--- src/hw/rtl/pbc_pkg.sv ---
package pbc_pkg;

    localparam int unsigned SYM_W     = 8;
    localparam int unsigned SKIP_W    = 16;
    localparam int unsigned OUT_CNT_W = 16;
    localparam int unsigned NUM_CNT   = 5;

    localparam logic [SKIP_W-1:0] SKIP_MAX = '1;

    // Characters of the pileup base string
    localparam logic [SYM_W-1:0] SYM_A_UP   = 8'h41;
    localparam logic [SYM_W-1:0] SYM_A_LO   = 8'h61;
    localparam logic [SYM_W-1:0] SYM_C_UP   = 8'h43;
    localparam logic [SYM_W-1:0] SYM_C_LO   = 8'h63;
    localparam logic [SYM_W-1:0] SYM_G_UP   = 8'h47;
    localparam logic [SYM_W-1:0] SYM_G_LO   = 8'h67;
    localparam logic [SYM_W-1:0] SYM_T_UP   = 8'h54;
    localparam logic [SYM_W-1:0] SYM_T_LO   = 8'h74;
    localparam logic [SYM_W-1:0] SYM_STAR   = 8'h2A;
    localparam logic [SYM_W-1:0] SYM_N_UP   = 8'h4E;
    localparam logic [SYM_W-1:0] SYM_CARET  = 8'h5E;
    localparam logic [SYM_W-1:0] SYM_DOLLAR = 8'h24;
    localparam logic [SYM_W-1:0] SYM_PLUS   = 8'h2B;
    localparam logic [SYM_W-1:0] SYM_MINUS  = 8'h2D;
    localparam logic [SYM_W-1:0] SYM_ZERO   = 8'h30;
    localparam logic [SYM_W-1:0] SYM_NINE   = 8'h39;

    // Count slots
    localparam int unsigned IDX_A   = 0;
    localparam int unsigned IDX_C   = 1;
    localparam int unsigned IDX_G   = 2;
    localparam int unsigned IDX_T   = 3;
    localparam int unsigned IDX_GAP = 4;

    typedef enum logic [3:0] {
        CLS_A,
        CLS_C,
        CLS_G,
        CLS_T,
        CLS_GAP,
        CLS_CARET,
        CLS_DOLLAR,
        CLS_INDEL,
        CLS_DIGIT,
        CLS_OTHER
    } t_sym_class;

    typedef struct packed {
        t_sym_class cls;
        logic [3:0] digit;
    } t_sym_info;

endpackage

--- src/hw/rtl/pileup_base_counter.sv ---
// Path: the input register takes the last character of a position, and the result register
//   then loads the position's result from it; a held result transaction can stall this.
// Throughput: one character per cycle; the per-character state update is a single
//   register-to-register pass, so the only stall is a held result transaction.
// Reset: i_rst_n is synchronous, active low; it empties both stages and clears
//   all counts, the indel length, and the quality-skip and error flags.
module pileup_base_counter
    import pbc_pkg::*;
#(
    parameter int unsigned COUNT_WIDTH = 16
) (
    input  logic        i_clk,
    input  logic        i_rst_n,
    // Slave side: one character per transaction
    input  logic        s_axis_tvalid,
    output logic        s_axis_tready,
    input  logic [7:0]  s_axis_tdata,   // [7:0] symbol
    input  logic        s_axis_tlast,   // last_symbol
    // Master side: one result per position
    output logic        m_axis_tvalid,
    input  logic        m_axis_tready,
    output logic [87:0] m_axis_tdata    // [15:0] count_a, [31:16] count_c,
                                        // [47:32] count_g, [63:48] count_t,
                                        // [79:64] count_gap, [80] bad_symbol,
                                        // [87:81] zero
);

    // Input register stage
    logic             r_s1_valid;
    logic [SYM_W-1:0] r_s1_symbol;
    logic             r_s1_last;

    // Result register stage
    logic             r_out_valid;
    logic [87:0]      r_out_data;

    logic      out_free;
    logic      s1_go;
    t_sym_info sym_info;

    logic [NUM_CNT-1:0][COUNT_WIDTH-1:0] cnt_final;
    logic [NUM_CNT-1:0][OUT_CNT_W-1:0]   cnt_out;
    logic                                bad_final;

    // The result register can take a new result when empty or draining now
    assign out_free = !r_out_valid || m_axis_tready;
    // A non-last character never needs the result register, so it always advances
    assign s1_go    = r_s1_valid && (!r_s1_last || out_free);
    assign s_axis_tready = !r_s1_valid || s1_go;

    always_ff @(posedge i_clk) begin
        if (!i_rst_n) begin
            r_s1_valid <= 1'b0;
        end else if (s_axis_tready) begin
            r_s1_valid <= s_axis_tvalid;
        end
    end

    always_ff @(posedge i_clk) begin
        if (s_axis_tvalid && s_axis_tready) begin
            r_s1_symbol <= s_axis_tdata;
            r_s1_last   <= s_axis_tlast;
        end
    end

    pbc_decode u_decode (
        .i_symbol (r_s1_symbol),
        .o_info   (sym_info)
    );

    pbc_state #(
        .COUNT_WIDTH (COUNT_WIDTH)
    ) u_state (
        .i_clk    (i_clk),
        .i_rst_n  (i_rst_n),
        .i_go     (s1_go),
        .i_last   (r_s1_last),
        .i_info   (sym_info),
        .o_counts (cnt_final),
        .o_bad    (bad_final)
    );

    // Fit each count to the 16-bit output field: keep the low bits or zero-extend
    genvar k;
    generate
        for (k = 0; k < NUM_CNT; k++) begin : g_cnt
            if (COUNT_WIDTH >= OUT_CNT_W) begin : g_trunc
                assign cnt_out[k] = cnt_final[k][OUT_CNT_W-1:0];
            end else begin : g_ext
                assign cnt_out[k] = {{(OUT_CNT_W-COUNT_WIDTH){1'b0}}, cnt_final[k]};
            end
        end
    endgenerate

    // Load a result on the last character; drop it once taken
    always_ff @(posedge i_clk) begin
        if (!i_rst_n) begin
            r_out_valid <= 1'b0;
        end else if (s1_go && r_s1_last) begin
            r_out_valid <= 1'b1;
        end else if (m_axis_tready) begin
            r_out_valid <= 1'b0;
        end
    end

    always_ff @(posedge i_clk) begin
        if (s1_go && r_s1_last) begin
            r_out_data <= {7'b0000000, bad_final, cnt_out[IDX_GAP], cnt_out[IDX_T],
                           cnt_out[IDX_G], cnt_out[IDX_C], cnt_out[IDX_A]};
        end
    end

    assign m_axis_tvalid = r_out_valid;
    assign m_axis_tdata  = r_out_data;

endmodule

--- src/hw/rtl/pbc_decode.sv ---
module pbc_decode
    import pbc_pkg::*;
(
    input  logic [SYM_W-1:0] i_symbol,
    output t_sym_info        o_info
);

    logic [SYM_W-1:0] digit_full;

    assign digit_full = i_symbol - SYM_ZERO;

    always_comb begin
        o_info.digit = digit_full[3:0];
        case (i_symbol)
            SYM_A_UP, SYM_A_LO:   o_info.cls = CLS_A;
            SYM_C_UP, SYM_C_LO:   o_info.cls = CLS_C;
            SYM_G_UP, SYM_G_LO:   o_info.cls = CLS_G;
            SYM_T_UP, SYM_T_LO:   o_info.cls = CLS_T;
            SYM_STAR, SYM_N_UP:   o_info.cls = CLS_GAP;
            SYM_CARET:            o_info.cls = CLS_CARET;
            SYM_DOLLAR:           o_info.cls = CLS_DOLLAR;
            SYM_PLUS, SYM_MINUS:  o_info.cls = CLS_INDEL;
            default: begin
                if (i_symbol inside {[SYM_ZERO:SYM_NINE]}) begin
                    o_info.cls = CLS_DIGIT;
                end else begin
                    o_info.cls = CLS_OTHER;
                end
            end
        endcase
    end

endmodule

--- src/hw/rtl/pbc_state.sv ---
module pbc_state
    import pbc_pkg::*;
#(
    parameter int unsigned COUNT_WIDTH = 16
) (
    input  logic                                i_clk,
    input  logic                                i_rst_n,
    input  logic                                i_go,
    input  logic                                i_last,
    input  t_sym_info                           i_info,
    output logic [NUM_CNT-1:0][COUNT_WIDTH-1:0] o_counts,
    output logic                                o_bad
);

    logic                                r_skip_q,  n_skip_q;
    logic                                r_reading, n_reading;
    logic [SKIP_W-1:0]                   r_skip,    n_skip;
    logic [NUM_CNT-1:0][COUNT_WIDTH-1:0] r_counts,  n_counts;
    logic                                r_err,     n_err;

    logic [SKIP_W+3:0] len_acc;
    logic [SKIP_W-1:0] skip_dec;

    // len * 10 + digit, wide enough to see overflow
    assign len_acc  = {1'b0, r_skip, 3'b000} + {3'b000, r_skip, 1'b0}
                    + {{SKIP_W{1'b0}}, i_info.digit};
    assign skip_dec = (r_skip != '0) ? r_skip - 1'b1 : r_skip;

    always_comb begin
        n_skip_q  = r_skip_q;
        n_reading = r_reading;
        n_skip    = r_skip;
        n_counts  = r_counts;
        n_err     = r_err;
        if (r_skip_q) begin
            n_skip_q = 1'b0;
        end else if (i_info.cls == CLS_INDEL) begin
            n_reading = 1'b1;
            n_skip    = '0;
        end else if (r_reading) begin
            if (i_info.cls == CLS_DIGIT) begin
                n_skip = (len_acc > {4'b0000, SKIP_MAX}) ? SKIP_MAX : len_acc[SKIP_W-1:0];
            end else begin
                // terminating character is the first skipped base
                n_reading = 1'b0;
                n_skip    = skip_dec;
            end
        end else if (r_skip != '0) begin
            n_skip = skip_dec;
        end else begin
            case (i_info.cls)
                CLS_A: begin
                    if (r_counts[IDX_A] != '1) n_counts[IDX_A] = r_counts[IDX_A] + 1'b1;
                end
                CLS_C: begin
                    if (r_counts[IDX_C] != '1) n_counts[IDX_C] = r_counts[IDX_C] + 1'b1;
                end
                CLS_G: begin
                    if (r_counts[IDX_G] != '1) n_counts[IDX_G] = r_counts[IDX_G] + 1'b1;
                end
                CLS_T: begin
                    if (r_counts[IDX_T] != '1) n_counts[IDX_T] = r_counts[IDX_T] + 1'b1;
                end
                CLS_GAP: begin
                    if (r_counts[IDX_GAP] != '1) n_counts[IDX_GAP] = r_counts[IDX_GAP] + 1'b1;
                end
                CLS_CARET:  n_skip_q = 1'b1;
                CLS_DOLLAR: ;
                default:    n_err = 1'b1;
            endcase
        end
    end

    // Final values of the position leave with the last character
    assign o_counts = n_counts;
    assign o_bad    = n_err;

    always_ff @(posedge i_clk) begin
        if (!i_rst_n) begin
            r_skip_q  <= 1'b0;
            r_reading <= 1'b0;
            r_skip    <= '0;
            r_counts  <= '0;
            r_err     <= 1'b0;
        end else if (i_go) begin
            if (i_last) begin
                r_skip_q  <= 1'b0;
                r_reading <= 1'b0;
                r_skip    <= '0;
                r_counts  <= '0;
                r_err     <= 1'b0;
            end else begin
                r_skip_q  <= n_skip_q;
                r_reading <= n_reading;
                r_skip    <= n_skip;
                r_counts  <= n_counts;
                r_err     <= n_err;
            end
        end
    end

endmodule

--- config.mk ---
export PLATFORM = sky130hd
export DESIGN_NAME = pileup_base_counter
export DESIGN_NICKNAME = d
export VERILOG_FILES = /design/src/hw/rtl/pbc_pkg.sv /design/src/hw/rtl/pileup_base_counter.sv /design/src/hw/rtl/pbc_decode.sv /design/src/hw/rtl/pbc_state.sv
export SDC_FILE = /design/constraint.sdc
export NUM_CORES = 1
export LEC_CHECK = 0
export BUFFER_PORTS_ARGS = -buffer_cell sky130_fd_sc_hd__buf_2
export CAP_MARGIN = 20
export CORE_MARGIN = 3
export CORE_UTILIZATION = 35
export CTS_CLUSTER_SIZE = 10
export DETAILED_ROUTE_END_ITERATION = 8
export SYNTH_ARGS = -nofsm -noshare
export SYNTH_HDL_FRONTEND = slang
export SYNTH_SLANG_ARGS = --single-unit
export TNS_END_PERCENT = 30
--- constraint.sdc ---
create_clock -name i_clk -period 5.8 [get_ports i_clk]
set_clock_uncertainty 0.2 [all_clocks]
set_input_delay 0.87 -clock i_clk [delete_from_list [all_inputs] [get_ports i_clk]]
set_output_delay 0.87 -clock i_clk [all_outputs]
set_load 0.1 [all_outputs]
Yosys cells after proc, flatten, opt, wreduce, memory -nomap -nowiden

Index checks and enable logic that the tools add are counted.

Shift-type cells: 0
$lt $le $gt $ge: 3
$add $sub $neg: 9
Reductions and logical operators: 23
Muxes and demuxes: 44
$mul: 0
Divide/modulo/power cells: 0
Bitwise gates (word level): 0
Equal/unequal tests: 28

Operators by type and width:

| kind                                                                             | number |
|---|---|
| 80-bit 2-to-1 mux                                                                | 5 |
| 16-bit 2-to-1 mux                                                                | 18 |
| 16-bit by 1-bit adder with 16-bit output, second input constant                  | 5 |
| 8-bit by 7-bit equality test with 1-bit output, second input constant            | 10 |
| 16-bit inequality test, second input constant                                    | 5 |
| 8-bit by 6-bit equality test with 1-bit output, second input constant            | 4 |
| 4-bit one-hot mux with 8 select lines                                            | 1 |
| 19-bit by 17-bit adder with 20-bit output                                        | 1 |
| 20-bit by 4-bit adder with 20-bit output                                         | 1 |
| 20-bit by 16-bit > comparator with 1-bit output, second input constant           | 1 |
| 1-bit 2-to-1 mux                                                                 | 20 |
| 4-bit by 3-bit equality test with 1-bit output, second input constant            | 4 |
| 16-bit nonzero test                                                              | 1 |
| 16-bit by 1-bit subtractor with 16-bit output, second input constant             | 1 |
| 2-bit OR reduction                                                               | 6 |
| 4-bit by 2-bit equality test with 1-bit output, second input constant            | 2 |
| 8-bit by 6-bit >= comparator with 1-bit output, second input constant            | 1 |
| 8-bit by 6-bit less-or-equal comparator with 1-bit output, second input constant | 1 |
| 7-bit OR reduction                                                               | 1 |
| 4-bit by 1-bit equality test with 1-bit output, second input constant            | 1 |
| 4-bit equality test, second input constant                                       | 1 |
| 1-bit logical AND                                                                | 4 |
| 4-bit logical NOT                                                                | 1 |
| 4-bit nonzero test                                                               | 1 |
| other kinds (7)                                                                  | 11 |

Output and inout port bits: 90
Memories kept: 0
Memory bits (read-only): 0
Register bits: 191
Bits in latches: 0
Logic and storage cells: 121
Input port bits: 13
Bits in writable memories: 0

Logic depth before layout (Yosys ltp)

Depth in word-level cells: 12
Mapped depth: 12
Mapped depth without buffers: 11

Hierarchy

Synthesis repeated with hierarchy kept, for this count alone.

Cell total of the unflattened synthesis: 1176
Area, all modules: 10974.3 µm²

Modules (own cells, without submodules):

| module              | sequential area each (µm²) | times used | area an instance (µm²) | cells an instance |
|---|---|---|---|---|
| pbc_state           | 1981.9                     | 1          | 7766.2                 | 1028 |
| pileup_base_counter | 2742.6                     | 1          | 2876.5                 | 110 |
| pbc_decode          | 0.0                        | 1          | 331.6                  | 38 |

Worst setup path before layout

No wires, ideal clock.

Path type: flip-flop to flip-flop
From: register r_out_valid, in the netlist m_axis_tvalid
To: register r_out_data[0], in the netlist m_axis_tdata[0], enable pin
Slack: 0.374 ns
Period minus slack after synthesis: 5.426 ns
Path buffers: 1
Arrival: 4.705 ns
Required time: 5.079 ns
Library setup time: 0.521 ns
Cell stages (with the launch flop): 6
Cell sequence: dfxtp_1 nor2b_1 nand2_1 nand2_1 clkbuf_1 nor2_1

Longest elaborated chain between the ends: 5

Ends and longest elaborated chain:

| element                  | line                       | RTL |
|---|---|---|
| start: declaration       | pileup_base_counter.sv:34  | `logic r_out_valid;` |
| start signal: assignment | pileup_base_counter.sv:98  | `r_out_valid <= 1'b0;` |
| start signal: assignment | pileup_base_counter.sv:100 | `r_out_valid <= 1'b1;` |
| start signal: assignment | pileup_base_counter.sv:102 | `r_out_valid <= 1'b0;` |
| 1-bit logical NOT        | pileup_base_counter.sv:46  | `assign out_free = !r_out_valid \|\| m_axis_tready;` |
| 1-bit logical OR         | pileup_base_counter.sv:46  |  |
| 1-bit logical OR         | pileup_base_counter.sv:48  | `assign s1_go = r_s1_valid && (!r_s1_last \|\| out_free);` |
| 1-bit logical AND        | pileup_base_counter.sv:48  |  |
| 1-bit logical AND        | pileup_base_counter.sv:107 | `if (s1_go && r_s1_last) begin` |
| end signal: assignment   | pileup_base_counter.sv:108 | `r_out_data <= {7'b0000000, bad_final, cnt_out[IDX_GAP], cnt_out[IDX_T],` |
| end: declaration         | pileup_base_counter.sv:35  | `logic [87:0] r_out_data;` |

No other way between the ends.
A chain may end at the register's enable or synchronous reset.

Worst setup path after layout

From: register r_s1_symbol[1]
To: register u_state.r_skip[3]

Longest elaborated chain between the ends: 10
Elaborated cells between the ends (all ways): 38
Classes of those cells: add/sub (2); order compare (3); eq/ne (16); mux (8); reduce/logical (9)

Ends and longest elaborated chain:

| element                                                                                           | line                      | RTL |
|---|---|---|
| start: declaration                                                                                | pileup_base_counter.sv:30 | `logic [SYM_W-1:0] r_s1_symbol;` |
| start signal: assignment                                                                          | pileup_base_counter.sv:61 | `r_s1_symbol <= s_axis_tdata;` |
| parallel branches: the longest is 10 deep, another holds 20-bit by 4-bit adder with 20-bit output | --                        |  |
| end signal: assignment                                                                            | pbc_state.sv:95           | `r_skip <= n_skip;` |
| end: declaration                                                                                  | pbc_state.sv:17           | `logic [SKIP_W-1:0] r_skip, n_skip;` |

Several ways; the timed one is not identified. The select of a mux whose other input is x is not followed.

==> impl_summary.md <==
Hold path
The path class of the tightest hold or removal check is flop to flop.

Critical path
The most common cell type on the critical path is ha_1. The signal on the critical path passes through ha_1, ha_1, fa_1, a211oi_2, nor2_1, o31a_1, a221o_1, a31oi_1, xnor2_1, buf_4, or3_1, a32o_1. The slowest stage of the critical path belongs to the cell edfxtp_1.

STA puts the critical path data arrival time at 4160 ps. The delay of the slowest critical-path stage is 610 ps. The category of the worst setup path launch point is a flop. The capturing element type of the critical path is a flop. The kind of critical path is flop to flop. The kind of cell adding the most delay to the critical path is compound AO/OA/AOI/OAI gates. The number of buffers and inverters on the critical path is 1. STA puts the critical path data required time at 5930 ps. In this run the worst path has a maximum fanout of 16.

STA
In this run the tightest slew margin relative to its limit is 0.296. Dividing the final minimum period by the clock period gives 0.693. Setup repair after global routing left no endpoint under its margin.

Across all hold checks on the routed design, the worst slack comes to 288 ps. Setup total negative slack on the finished layout was measured at 0 ps. The final critical delay including setup and external delays is 4020 ps. The total setup violations reported at the end of the flow is 0. The number of endpoints with negative hold slack in the final report is 0. The final number of max-transition violations is 0.

For the pin with the worst max-slew slack, the measured transition is 1050 ps. In the post-route analysis, the smallest setup slack over all paths is 1780 ps. Static timing analysis puts the maximum clock frequency at 0.249 GHz.

Synthesis
The register area share after synthesis is 0.460. The post-synthesis cell type count is 77. Counting flops and latches in the post-synthesis netlist gives 191.

The post-synthesis cell count is 1086. In the synthesized netlist the dominant register cell turns out to be dfxtp_1. The post-synthesis cell area is 10300 sq um.

For this run, asynchronously set or reset flops after synthesis account for 0. The Yosys step of the flow raised 0 warnings. Dividing the synthesized area by the synthesized cell count gives 9.47 sq um. The count of flip-flops with a built-in enable after synthesis is 90.

Clock network
For this design, the CTS-stage hold fixing added 0 buffers. The number of resized instances in the post-cts repair step is 0. The clock passes through at most 2 buffers. The tree is rooted in a clkbuf_16. Clock-pin slew was measured on the worst setup and hold paths at 70 ps. The number of clock buffers inserted by TritonCTS is 17. TritonCTS built the clock tree. The insertion delay of the later-clocked pin in the worst-skew pair is 440 ps.

The number of H-tree levels is 4. The post-CTS setup-driven buffer insertion count is 0. The clock net in this run drives a total of 191 sinks.

Drt
The total detailed-routing wirelength is 24500 microns. The average wire length per cell after detail routing is 15.8 microns. The number of vias in the routed layout is 8226. For this run, design rule violations remaining after detail routing come to 0. Dividing the detail-routed via count by the number of cells gives 5.29. The first detailed-routing pass took 5 iterations. The number of nets with antenna violations after routing is 0.

The number of DRC violations after detailed-routing iteration 0 is 528.

Finish
The number of antenna diodes in the final layout is 0. The count of nets after finishing is 1209. In the final layout, the share of cells above drive strength 1 is 0.141. The filler-free cell count of the finished design is 1554. The count of fill cells added during filler insertion is 2852. The layout overhead on the synthesized area is 13.7%.

Die
The die is 177 microns wide. The initial utilization of the core area, before any placement, comes to 0.356. The floorplan step set the die height to 177 microns.

The placeable core area is 28900 sq um. The top-level I/O count is 103. The full die area is 31500 sq um. The site row count is 62.

Placed design
Routability-driven placement finished with a final weighted congestion of 0.849. Prior to clock tree synthesis, the placed netlist has a worst setup slack of 1810 ps. In this run, placement finished with an instance count of 1522. The count of input and output buffers is 95.

After legalization and detailed placement, the total HPWL measured 17200 microns.

Global route
Entering global routing, the biggest net connects 57 pins. After global routing the overflow that remains totals 0. The number of global-route vias before repair is 7637.

The wire length of the first global-routing pass is 39600 microns. The number of antenna violations at the first check in global routing is 0. The global router's overall resource usage is 0.156.

Run
Across the run, the number of max-cap violations was 0.

Power and ir drop
The sum of internal, switching and leakage power is 2.78 mW. The worst ir drop on vdd is 0.000206 V. The leakage component of the power is 4.64 nW. Power spread over the standard cell area amounts to 238 nW/um^2.

Run status
The run finished with clean final reports.
where the power goes:
part           switching (mW)  leakage, nW  internal (mW)
clock network           0.519        0.286          0.681
registers              0.0111         1.76           1.42
logic                   0.126         2.60         0.0257
per-stage QoR:
step	instance area, sq um	utilization
after floorplan	10300	-
after global placement	11100	0.384
after global routing	11700	0.405
final	11700	0.405
after detailed placement	11100	0.384
after CTS	11700	0.405
cell usage after synthesis (4+ instances only):
cell,number,area [sq um]
and3_1,24,150
edfxtp_1,90,2700
and2_1,20,125
nor3_2,4,40.0
mux2_2,9,101
a21boi_0,5,37.5
o31ai_1,28,210
ha_1,37,463
nand4_1,27,169
clkbuf_1,44,165
xor2_1,28,245
nand3b_1,4,30.0
buf_4,8,60.1
o21ai_1,8,40.0
nor2b_1,17,106
buf_2,5,25.0
or3_1,6,37.5
and4_1,10,87.6
o22ai_1,4,25.0
dfxtp_1,101,2020
inv_1,14,52.6
nor2_1,54,203
a21o_1,8,60.1
a211oi_1,4,30.0
nor4_1,9,56.3
a31oi_1,20,125
o21ai_0,105,526
xnor2_1,50,438
nor3_1,27,135
o21a_1,10,75.1
nor3b_1,6,45.0
nand2b_1,11,68.8
nand3_1,32,160
a21oi_1,64,320
a22o_1,14,123
nand2_1,119,447
logic make-up (layout without fill, tap and decap cells):
group,Yosys count,count (layout),share of synthesized area
mux,13,13,0.0139
simple gates,391,391,0.200
compound gates,301,301,0.181
flops,191,191,0.460
other cells,1,7,0.000365
fa+ha+maj,39,39,0.0489
buf+inv,72,150,0.0298
xor+xnor,78,78,0.0665
sequential cells by signal, indices dropped and copies added, names as in the netlist:
| register | cells |
|---|---|
| m_axis_tvalid | 1 |
| u_state.r_err | 1 |
| u_state.r_counts | 80 |
| r_s1_valid | 1 |
| u_state.r_skip | 16 |
| u_state.r_reading | 1 |
| r_s1_symbol | 8 |
| m_axis_tdata | 81 |
| u_state.r_skip_q | 1 |
| r_s1_last | 1 |
path summary, 6_finish.rpt:
kind	end	startpoint	slack, ps	cells after the start
min	u_state.r_err	u_state.r_err	290	1
max	u_state.r_skip[3]	r_s1_symbol[1]	1780	12
max reg2reg	u_state.r_skip[3]	r_s1_symbol[1]	1780	12
min reg2reg	u_state.r_err	u_state.r_err	290	1
cells in the final DEF, fill, tap and decap left out, types with 8 or more instances in the layout:
cell type  count
o31ai_1       28
and3_1        24
a21oi_1       64
ha_1          37
dfxtp_1      101
buf_2         95
nand2b_1      11
xor2_1        28
mux2_2         9
o21a_1        10
clkbuf_16     17
and4_1        10
nand2_1      118
o21ai_0      105
inv_1         14
o21ai_1        8
a22o_1        14
and2_1        19
buf_4          8
nand3_1       32
nor3_1        27
xnor2_1       50
nand4_1       27
nor2_1        53
nor2b_1       17
edfxtp_1      90
a21o_1         8
a31oi_1       20
nor4_1         9
routing by layer:
layer | share of wire | GRT usage
met2 | 0.46 | 0.253
met3 | 0.045 | 0.0291
met1 | 0.48 | 0.214
met5 | 0 | 0
met4 | 0.013 | 0.0425
cell type report:
cell class	count	area (sq um)	area share
Sequential cell	191	4720	0.404
Multi-Input combinational cell	829	5280	0.452
Clock buffer	19	433	0.0370
Timing Repair Buffer	104	556	0.0475
Tap cell	384	480	0.0411
Clock inverter	13	163	0.0139
Inverter	14	52.6	0.00449
No activity file was read; power rests on OpenSTA's default activity.
